===== src/sv/assert_macros.svh =====
// assertion macros for the rtl
`ifndef ASSERT_MACROS_SVH
`define ASSERT_MACROS_SVH

// clocked check, masked while reset is low
`define ASSERT_CLK(label, prop, msg) \
    label: assert property (@(posedge clk) disable iff (!rst_n) prop) else $error(msg);

// implication in the same cycle
`define ASSERT_IMPLY(label, cond, prop, msg) \
    label: assert property (@(posedge clk) disable iff (!rst_n) (cond) |-> (prop)) \
        else $error(msg);

// implication checked in the next cycle
`define ASSERT_NEXT(label, cond, prop, msg) \
    label: assert property (@(posedge clk) disable iff (!rst_n) (cond) |=> (prop)) \
        else $error(msg);

`endif


===== src/sv/thocs_pkg.sv =====
// types and constants for the twelve-hour clock
`timescale 1ns / 1ps

package thocs_pkg;

    localparam int COUNTER_BITS   = 24;
    localparam int THRESH_BITS    = 24;
    localparam int CMP_BITS       = (COUNTER_BITS > THRESH_BITS) ? COUNTER_BITS : THRESH_BITS;

    localparam int SEC_BITS       = 6;
    localparam int MIN_BITS       = 6;
    localparam int HOUR_BITS      = 4;
    localparam int MODE_BITS      = 2;

    localparam logic [SEC_BITS-1:0]  SEC_LAST  = SEC_BITS'(59);
    localparam logic [MIN_BITS-1:0]  MIN_LAST  = MIN_BITS'(59);
    localparam logic [HOUR_BITS-1:0] HOUR_LAST = HOUR_BITS'(11);

    localparam logic [THRESH_BITS-1:0] LONG_PRESS_RESET = THRESH_BITS'(1000000);

    // apb map: one register per 32-bit word
    localparam int CFG_ADDR_BITS = 3;
    localparam int CFG_IDX_BITS  = CFG_ADDR_BITS - 2;
    localparam int CFG_DATA_BITS = 32;
    localparam logic [CFG_IDX_BITS-1:0] REG_LONG_PRESS = CFG_IDX_BITS'(0);

    typedef enum logic [MODE_BITS-1:0] {
        MODE_NORMAL  = 2'd0,
        MODE_HOURS   = 2'd1,
        MODE_MINUTES = 2'd2
    } mode_t;

    // press events for one accepted sample
    typedef struct packed {
        logic release_long;
        logic release_short;
        logic held_long;
    } press_evt_t;

    typedef struct packed {
        logic [HOUR_BITS-1:0] hours;
        logic [MIN_BITS-1:0]  minutes;
        logic [MODE_BITS-1:0] mode;
        logic                 hold_indicator;
    } result_t;

endpackage


===== src/sv/thocs_press.sv =====
// button press timer and long/short release detection
`timescale 1ns / 1ps

module thocs_press
    import thocs_pkg::*;
(
    input  logic                   clk,
    input  logic                   rst_n,
    input  logic                   en,
    input  logic                   button_level,
    input  logic [THRESH_BITS-1:0] threshold,
    output press_evt_t             evt
);

    localparam logic [COUNTER_BITS-1:0] CNT_MAX = {COUNTER_BITS{1'b1}};
    localparam logic [COUNTER_BITS-1:0] CNT_ONE = COUNTER_BITS'(1);

    logic                    active_reg;
    logic                    active_next;
    logic [COUNTER_BITS-1:0] count_reg;
    logic [COUNTER_BITS-1:0] count_next;
    logic                    pressed;
    logic                    is_long;

    always_comb
    begin
        pressed     = ~button_level;
        is_long     = CMP_BITS'(count_reg) >= CMP_BITS'(threshold);
        active_next = active_reg;
        count_next  = count_reg;
        if (en)
        begin
            if (pressed)
            begin
                active_next = 1'b1;
                if (!active_reg)
                begin
                    count_next = CNT_ONE;
                end
                else if (count_reg != CNT_MAX)
                begin
                    count_next = count_reg + CNT_ONE;
                end
            end
            else
            begin
                active_next = 1'b0;
                count_next  = '0;
            end
        end
        evt.release_long  = en && !pressed && active_reg && is_long;
        evt.release_short = en && !pressed && active_reg && !is_long;
        evt.held_long     = active_next
                            && (CMP_BITS'(count_next) >= CMP_BITS'(threshold));
    end

    always_ff @(posedge clk or negedge rst_n)
    begin
        if (!rst_n)
        begin
            active_reg <= 1'b0;
            count_reg  <= '0;
        end
        else
        begin
            active_reg <= active_next;
            count_reg  <= count_next;
        end
    end

endmodule


===== src/sv/thocs_skid.sv =====
// output register with one skid entry
`timescale 1ns / 1ps

module thocs_skid
    import thocs_pkg::*;
(
    input  logic    clk,
    input  logic    rst_n,
    input  logic    push,
    input  result_t push_data,
    output logic    full,
    output logic    result_valid,
    input  logic    result_stall,
    output result_t result_data
);

    logic    out_valid_reg;
    logic    out_valid_next;
    logic    skid_valid_reg;
    logic    skid_valid_next;
    result_t out_data_reg;
    result_t out_data_next;
    result_t skid_data_reg;
    result_t skid_data_next;
    logic    take;

    always_comb
    begin
        take            = out_valid_reg && !result_stall;
        out_valid_next  = out_valid_reg;
        skid_valid_next = skid_valid_reg;
        out_data_next   = out_data_reg;
        skid_data_next  = skid_data_reg;
        if (skid_valid_reg)
        begin
            if (take)
            begin
                out_data_next   = skid_data_reg;
                skid_valid_next = 1'b0;
            end
        end
        else if (push)
        begin
            if (!out_valid_reg || take)
            begin
                out_data_next  = push_data;
                out_valid_next = 1'b1;
            end
            else
            begin
                skid_data_next  = push_data;
                skid_valid_next = 1'b1;
            end
        end
        else if (take)
        begin
            out_valid_next = 1'b0;
        end
    end

    always_ff @(posedge clk or negedge rst_n)
    begin
        if (!rst_n)
        begin
            out_valid_reg  <= 1'b0;
            skid_valid_reg <= 1'b0;
        end
        else
        begin
            out_valid_reg  <= out_valid_next;
            skid_valid_reg <= skid_valid_next;
        end
    end

    always_ff @(posedge clk)
    begin
        out_data_reg  <= out_data_next;
        skid_data_reg <= skid_data_next;
    end

    assign full         = skid_valid_reg;
    assign result_valid = out_valid_reg;
    assign result_data  = out_data_reg;

endmodule


===== src/sv/twelve_hour_clock_one_button_set.sv =====
// top level: twelve-hour clock set from one push button
// sample channel: one transfer per sample period, carrying second_tick and
//   button_level (low = pressed); accepted when sample_valid is high and
//   sample_stall is low
// result channel: one transfer per sample with hours, minutes, mode and
//   hold_indicator as they stand after that sample
// each result is registered, in the output register or else the skid entry
// throughput: one sample per cycle while sample_stall is low; the clock, press
//   timer and mode update are combinational ahead of the result register
// a stalled result waits in the output register while one more sample is
//   taken into the skid entry; sample_stall rises only once that entry is full
// apb port: long_press_samples at byte address 0, 24 bits, read back in the
//   low bits of prdata; pready is tied high
// reset: time 0:00:00, normal mode, no press in progress, threshold 1000000,
//   result channel empty
`timescale 1ns / 1ps

`include "assert_macros.svh"

module twelve_hour_clock_one_button_set
    import thocs_pkg::*;
(
    input  logic                     clk,
    input  logic                     rst_n,
    input  logic                     psel,
    input  logic                     penable,
    input  logic                     pwrite,
    input  logic [CFG_ADDR_BITS-1:0] paddr,
    input  logic [CFG_DATA_BITS-1:0] pwdata,
    output logic [CFG_DATA_BITS-1:0] prdata,
    output logic                     pready,
    input  logic                     sample_valid,
    output logic                     sample_stall,
    input  logic                     second_tick,
    input  logic                     button_level,
    output logic                     result_valid,
    input  logic                     result_stall,
    output logic [HOUR_BITS-1:0]     hours,
    output logic [MIN_BITS-1:0]      minutes,
    output logic [MODE_BITS-1:0]     mode,
    output logic                     hold_indicator
);

    logic [THRESH_BITS-1:0] long_press_reg;
    logic [CFG_IDX_BITS-1:0] cfg_idx;
    logic                   cfg_write;

    mode_t                  mode_reg;
    mode_t                  mode_next;
    logic [SEC_BITS-1:0]    seconds_reg;
    logic [SEC_BITS-1:0]    seconds_next;
    logic [MIN_BITS-1:0]    minutes_reg;
    logic [MIN_BITS-1:0]    minutes_next;
    logic [HOUR_BITS-1:0]   hours_reg;
    logic [HOUR_BITS-1:0]   hours_next;

    logic       sample_accept;
    logic       skid_full;
    press_evt_t evt;
    result_t    new_result;
    result_t    result_data;
    logic       sec_tick;
    logic       sec_wrap;
    logic       min_step;
    logic       min_wrap;
    logic       hour_step;

    // configuration port
    assign pready    = 1'b1;
    assign cfg_idx   = paddr[CFG_ADDR_BITS-1:2];
    assign cfg_write = psel && penable && pwrite && pready;

    always_comb
    begin
        prdata = '0;
        if (cfg_idx == REG_LONG_PRESS)
        begin
            prdata = CFG_DATA_BITS'(long_press_reg);
        end
    end

    always_ff @(posedge clk or negedge rst_n)
    begin
        if (!rst_n)
        begin
            long_press_reg <= LONG_PRESS_RESET;
        end
        else if (cfg_write && (cfg_idx == REG_LONG_PRESS))
        begin
            long_press_reg <= pwdata[THRESH_BITS-1:0];
        end
    end

    assign sample_stall  = skid_full;
    assign sample_accept = sample_valid && !sample_stall;

    thocs_press u_press (
        .clk          (clk),
        .rst_n        (rst_n),
        .en           (sample_accept),
        .button_level (button_level),
        .threshold    (long_press_reg),
        .evt          (evt)
    );

    // mode sequence on long release
    always_comb
    begin
        mode_next = mode_reg;
        if (evt.release_long)
        begin
            unique case (mode_reg)
                MODE_NORMAL:  mode_next = MODE_HOURS;
                MODE_HOURS:   mode_next = MODE_MINUTES;
                MODE_MINUTES: mode_next = MODE_NORMAL;
                default:      mode_next = MODE_NORMAL;
            endcase
        end
    end

    // time counters: tick only runs in normal mode, short press edits
    always_comb
    begin
        sec_tick  = sample_accept && second_tick
                    && (mode_reg != MODE_HOURS) && (mode_reg != MODE_MINUTES);
        sec_wrap  = sec_tick && (seconds_reg == SEC_LAST);
        min_step  = sec_wrap || (evt.release_short && (mode_reg == MODE_MINUTES));
        min_wrap  = min_step && (minutes_reg == MIN_LAST);
        hour_step = min_wrap || (evt.release_short && (mode_reg == MODE_HOURS));

        seconds_next = seconds_reg;
        if (sec_wrap)
        begin
            seconds_next = '0;
        end
        else if (sec_tick)
        begin
            seconds_next = seconds_reg + SEC_BITS'(1);
        end

        minutes_next = minutes_reg;
        if (min_wrap)
        begin
            minutes_next = '0;
        end
        else if (min_step)
        begin
            minutes_next = minutes_reg + MIN_BITS'(1);
        end

        hours_next = hours_reg;
        if (hour_step)
        begin
            hours_next = (hours_reg == HOUR_LAST) ? '0 : hours_reg + HOUR_BITS'(1);
        end

        new_result.hours          = hours_next;
        new_result.minutes        = minutes_next;
        new_result.mode           = mode_next;
        new_result.hold_indicator = evt.held_long;
    end

    always_ff @(posedge clk or negedge rst_n)
    begin
        if (!rst_n)
        begin
            mode_reg    <= MODE_NORMAL;
            seconds_reg <= '0;
            minutes_reg <= '0;
            hours_reg   <= '0;
        end
        else
        begin
            mode_reg    <= mode_next;
            seconds_reg <= seconds_next;
            minutes_reg <= minutes_next;
            hours_reg   <= hours_next;
        end
    end

    thocs_skid u_skid (
        .clk          (clk),
        .rst_n        (rst_n),
        .push         (sample_accept),
        .push_data    (new_result),
        .full         (skid_full),
        .result_valid (result_valid),
        .result_stall (result_stall),
        .result_data  (result_data)
    );

    assign hours          = result_data.hours;
    assign minutes        = result_data.minutes;
    assign mode           = result_data.mode;
    assign hold_indicator = result_data.hold_indicator;

    `ASSERT_NEXT(a_edit_freezes_seconds,
                 sample_accept && (mode_reg != MODE_NORMAL), $stable(seconds_reg),
                 "seconds moved in an edit mode")
    `ASSERT_NEXT(a_mode_only_on_transfer, !sample_accept, $stable(mode_reg),
                 "mode changed without a sample transfer")
    `ASSERT_IMPLY(a_stall_needs_result, sample_stall, result_valid && hours_reg <= HOUR_LAST,
                  "sample stalled with no result waiting")
    `ASSERT_CLK(a_time_in_range, (hours_reg <= HOUR_LAST) && (minutes_reg <= MIN_LAST)
                && (seconds_reg <= SEC_LAST), "time counter out of range")

endmodule


===== config.mk =====
export PLATFORM = sky130hd
export DESIGN_NAME = twelve_hour_clock_one_button_set
export DESIGN_NICKNAME = d
export VERILOG_FILES = /design/src/sv/thocs_pkg.sv /design/src/sv/thocs_press.sv /design/src/sv/thocs_skid.sv /design/src/sv/twelve_hour_clock_one_button_set.sv
export VERILOG_INCLUDE_DIRS = /design/src /design/src/sv
export SDC_FILE = /design/constraint.sdc
export NUM_CORES = 1
export LEC_CHECK = 0
export ABC_AREA = 1
export BUFFER_PORTS_ARGS = -buffer_cell sky130_fd_sc_hd__buf_2
export CAP_MARGIN = 20
export CORE_ASPECT_RATIO = 1.4
export CORE_MARGIN = 2
export CORE_UTILIZATION = 40
export CTS_CLUSTER_SIZE = 25
export DETAILED_ROUTE_END_ITERATION = 16
export PLACE_DENSITY_LB_ADDON = 0.3
export REMOVE_ABC_BUFFERS = 1
export SLEW_MARGIN = 10
export SYNTH_ARGS = -nofsm -noshare
export SYNTH_HDL_FRONTEND = slang
export SYNTH_HIERARCHICAL = 1
export SYNTH_SLANG_ARGS = --single-unit

===== constraint.sdc =====
create_clock -name clk -period 2.7 [get_ports clk]
set_clock_uncertainty 0.2 [all_clocks]
set_input_delay 0 -clock clk [delete_from_list [all_inputs] [get_ports clk]]
set_output_delay 0 -clock clk [all_outputs]
set_load 0.02 [all_outputs]

Word level (Yosys, flattened, before mapping)
Cells that the tools add are included.
- output and inout bits: 48
- flip-flop bits (word level): 95
- input port bits: 44
- logic and storage cells: 94
- multiplexer cells: 26
- add/subtract/negate cells: 4
- reduce and logical (&&, ||, !) cells: 32
- $lt $le $gt $ge: 2
- bitwise gates (word level): 3
- eq/ne operators: 10
- operator list (kind ; number):
    2-to-1 mux 24 bit ; 5
    2-to-1 mux 13 bit ; 4
    greater-or-equal comparator 24 bit ; 2
    adder 24 x 1 -> 24 bit, second input constant ; 1
    2-to-1 mux 6 bit ; 4
    != test 24 bit, second input constant ; 1
    logical AND 1 bit ; 17
    adder 6 x 1 -> 6 bit, second input constant ; 2
    == test 6 bit, second input constant ; 2
    2-to-1 mux 1 bit ; 9
    AND reduction 3 bit ; 3
    2-to-1 mux 4 bit ; 2
    nonzero test 2 bit ; 4
    adder 4 x 1 -> 4 bit, second input constant ; 1
    == test 4 bit, second input constant ; 1
    zero test 1 bit ; 4
    != test 2 x 1 -> 1 bit, second input constant ; 2
    != test 2 bit, second input constant ; 2
    case mux 2 bit (2 select lines) ; 1
    logical OR 1 bit ; 3
    NOT 1 bit ; 3
    == test 2 x 1 -> 1 bit, second input constant ; 1
    == test 2 bit, second input constant ; 1
    zero test 2 bit ; 1
    2-to-1 mux 2 bit ; 1

Depth between registers and ports, before layout
- depth in word-level cells: 13
- gate-level depth with buffers: 24
- gate-level depth less buffers: 23

Cells and area by module
Netlist, hierarchy kept.
- by module, submodules not included (module ; cells an instance ; area each (µm²) ; seq. area each (µm²) ; instances):
    thocs_press ; 484 ; 3027.9 ; 625.6 ; 1
    twelve_hour_clock_one_button_set ; 265 ; 2150.8 ; 1059.8 ; 1
    thocs_skid ; 89 ; 1103.6 ; 830.8 ; 1

Least setup slack after synthesis
Ideal clock, no wire load.
- path kind: reg-to-reg
- start: register u_skid.skid_valid_reg, in the netlist u_skid/full
- end: register u_skid.out_data_reg (netlist bit u_skid/result_data[0]) (data pin)
- clock period less this slack: 3.027 ns
- data required time: 2.248 ns
- stages on the path, launching flop included: 21
- arrival time: 2.575 ns
- slack: -0.327 ns
- setup time: 0.252 ns
- cells stage by stage: dfrtp_1 nor2_1 inv_2 nor2_2 inv_2 nor2_8 inv_2 buf_4 nor2_1 nand2_1 nand2_1 ha_1 a21o_1 nor2_1 nand2_1 nand2_1 nand4_1 nand2_1 inv_1 nand2_1 nand2_1
- RTL lines (what ; line ; RTL):
    start: declaration ; thocs_skid.sv:19 ; logic skid_valid_reg;
    start signal: assignment ; thocs_skid.sv:71 ; skid_valid_reg <= skid_valid_next;
    end signal: assignment ; thocs_skid.sv:77 ; out_data_reg <= out_data_next;
    end: declaration ; thocs_skid.sv:21 ; result_t out_data_reg;

==> metrics.md <==
| Metric | Value |
|---|---|
| Reg2reg start | u_press/count_reg[0] |
| Final HPWL DP | 12.1 mm |
| Slew HR | 0.446 |
| Async set-reset flop share out of synthesis | 0.726 |
| Worst EP required | 2.61 ns |
| Seq/Total Area, Yosys | 0.401 |
| Area leader, netlist | dfrtp_1 |
| Initial Utilization | 0.406 |
| Synth top cells by count | nand2_1 (231), nor2_1 (124), inv_1 (109) |
| Layout cell share with drive strength beyond 1 | 0.317 |
| Syn-to-layout area delta | 39.3% |
| Crit path max-delay family | simple AND/OR/NAND/NOR gates |
| Hold path start | sample_valid |
| Drt wl/cell | 13.3 um |
| Critical-path cell list | buf_4 > inv_4 > nor2_2 > nand2_2 > buf_4 > nor2_2 > or2_2 > nand3_2 > nand2_2 > ha_4 > nand2_1 > inv_1 > nand2_1 > nand2_1 > nand2_1 > nand2_2 > nand2_1 > nand4_1 > nand2_1 > inv_2 > nand2_1 > nand2_1 |
| Antenna Violating Nets Remaining | 0 |
| Port Buffers | 72 |
| Violated checks | negative setup slack |
| Hold Vio Cnt, Final | 0 |
| Tcrit/Tclk final | 1.07 |
| Initial antenna violation count | 0 |
| Critical path startpoint | u_press/count_reg[0] |
| Ports | 92 |
| Fmax | 345 MHz |
| WS Path Type | flop to flop |
| Top cells by area, synth | dfrtp_1 (25%), nand2_1 (14%), edfxtp_1 (12%) |
| Routed vias | 6,007 |
| Maxcap violations | 0 |
| Power Total | 4.64 mW |
| Slew Limit Fails | 0 |
| Post-Route WL | 16.7 mm |
| Yosys reg bits | 95 |
| Synth Flop Type | dfrtp_1 |
| DIE AREA | 0.0167 sq mm |
| Std cell rows | 54 |
| Worst hold path endpoint | u_press/count_reg[13] |
| Dpl cells | 1,199 |
| Total grt overflow | 0 |
| Hold Crit Depth | 5 |
| DR pass1 iterations | 5 |
| Routability Congestion | 0.935 |
| Largest net degree at the start of global routing | 38 |
| Post-route setup slack | -0.202 ns |
| RSZ-0062 raised after global routing | yes |
| Syn Area/Cell | 7.50 sq um |
| Ys Warns | 6 |
| R2r endpoint | u_skid/result_data[0] |
| GRT Util Overall | 0.206 |
| Longest Clk Path Bufs | 2 |
| Crit-path max FO | 4 |
| Status | finished, violations left |
| Number of inserted diodes | 0 |
| Die Span Y | 152 um |
| WP buf/inv | 5 |
| Number of global-route vias before repair | 5,977 |
| H-tree Lvls | 3 |
| Initial DRC count | 263 |
| Mapped Area | 0.00628 sq mm |
| Via/cell ratio | 4.78 |
| Fin crit period | 2.90 ns |
| Internal reg-to-reg setup slack | -0.20 ns |
| Most frequent cell after synthesis | nand2_1 |
| DRC | 0 |
| Worst Reg2Reg Path Length in Cells | 22 |
| First-pass GRT wire length | 27.2 mm |
| Die X | 110 um |
| CTS tree | done |
| Clk sinks | 95 |
| Crit-path most repeated cell | nand2_1 |
| Clk slew on worst S/H paths | 0.07 ns |
| Post-Syn Instances | 838 |
| P per Cell Area | 530 mW/mm^2 |
| Leak | 4.49 nW |
| Core Region | 0.0155 sq mm |
| Distinct cell type count after synthesis | 42 |
| Number of flops mapped to enable cells by yosys | 26 |
| Clk Latency, worst-skew pair | 0.35 ns |
| IR drop worst, VDD | 0.000473 V |
| Root Driver | clkbuf_16 |
| Startpoint types | flop |
| Worst path max stage delay | 0.42 ns |
| Fin nets | 1,153 |
| Worst hold path type | input port to flop |
| Endpoint class of the critical path | flop |
| CTS Buf Count | 9 |
| Fin cells | 1,258 |
| Share of the synthesized area in the top cell type | 0.247 |
| Slowest-stage cell, CP | dfrtp_1 |
| Final setup fails | 13 |
| Crit path DAT | 2.81 ns |
| Tightest Pin Transition | 0.831 ns |
-- how the worst max path moves through the flow --
stage | depth (start not counted) | endpoint
after floorplan | 19 | u_skid/result_data[0]
after global placement | 23 | u_skid/result_data[0]
after detailed placement | 22 | u_skid/result_data[0]
after CTS | 20 | u_skid/result_data[0]
after global routing | 22 | u_skid/result_data[0]
final | 22 | u_skid/result_data[0]
-- layer usage --
metal	vias up	routed length [um]	track usage
met4	0	371	0.0645
met3	26	443	0.0299
met1	2811	6660	0.229
li1	3072	-	-
met2	98	9250	0.389
met5	-	0	0
-- layout make-up --
cell class	count	area, sq um
Timing Repair Buffer	225	1660
Clock buffer	10	229
Inverter	117	454
Tap cell	196	245
Multi-Input combinational cell	609	3610
Sequential cell	95	2520
Fill cell	1412	6720
Clock inverter	6	37.5
-- worst min-delay path: cells and delay by family --
family,cells,cell delay [ns]
simple gates,1,0.04
buf+inv,3,0.38
compound gates,1,0.14
-- kinds of logic (layout without fill, tap and decap cells) --
group	count (synthesis)	count (layout)	synth area share
other cells	2	9	0.00120
simple gates	458	459	0.319
xor+xnor	4	4	0.00558
compound gates	85	85	0.0713
fa+ha+maj	52	52	0.104
buf+inv	142	358	0.0988
flops	95	95	0.401
-- metrics by stage --
step	cell area (sq um)	util	worst slack (ns)	setup TNS, ns	hold slack (ns)
finish	8750	0.566	-0.202	-0.865	0.0426
global route	8750	0.566	-0.397	-4.23	0.0516
CTS	8530	0.551	-0.165	-0.846	0.0401
detailed placement	7610	0.492	-0.342	-2.38	-0.0479
global placement	7610	0.492	-0.334	-1.81	-0.0575
floorplan	6130	-	-0.761	-1.43	-0.496
-- power breakdown --
part           switching [mW]  internal (mW)
sequential              0.131           1.77
combinational           0.965          0.591
clock                   0.564          0.620
total                    1.66           2.98
-- layout by cell type, fill, tap and decap left out, types with 4 or more instances in the layout --
cell type	count
nand2_1	202
nand3_4	4
a21o_1	5
a21oi_1	50
inv_1	101
buf_6	10
nand3_2	7
clkbuf_16	9
nand3_1	47
buf_2	72
conb_1	9
dlygate4sd3_1	29
inv_2	12
ha_1	37
o21ai_0	11
o21ai_1	6
edfxtp_1	26
dfstp_2	7
buf_4	111
nor2_2	16
nor2_1	113
ha_4	15
dfrtp_1	60
nand2_4	5
nand2_2	34
a21oi_2	5
nand4_1	12
-- what timing repair did --
item,in CTS,in global routing
resized for setup,76,35
gates cloned,1,0
hold buffers,29,0
pin swaps,42,32
endpoints found under the setup margin,26,32
hold endpoints to repair,60,0
buffers inserted,8,6
No activity file was read; power rests on OpenSTA's default activity.
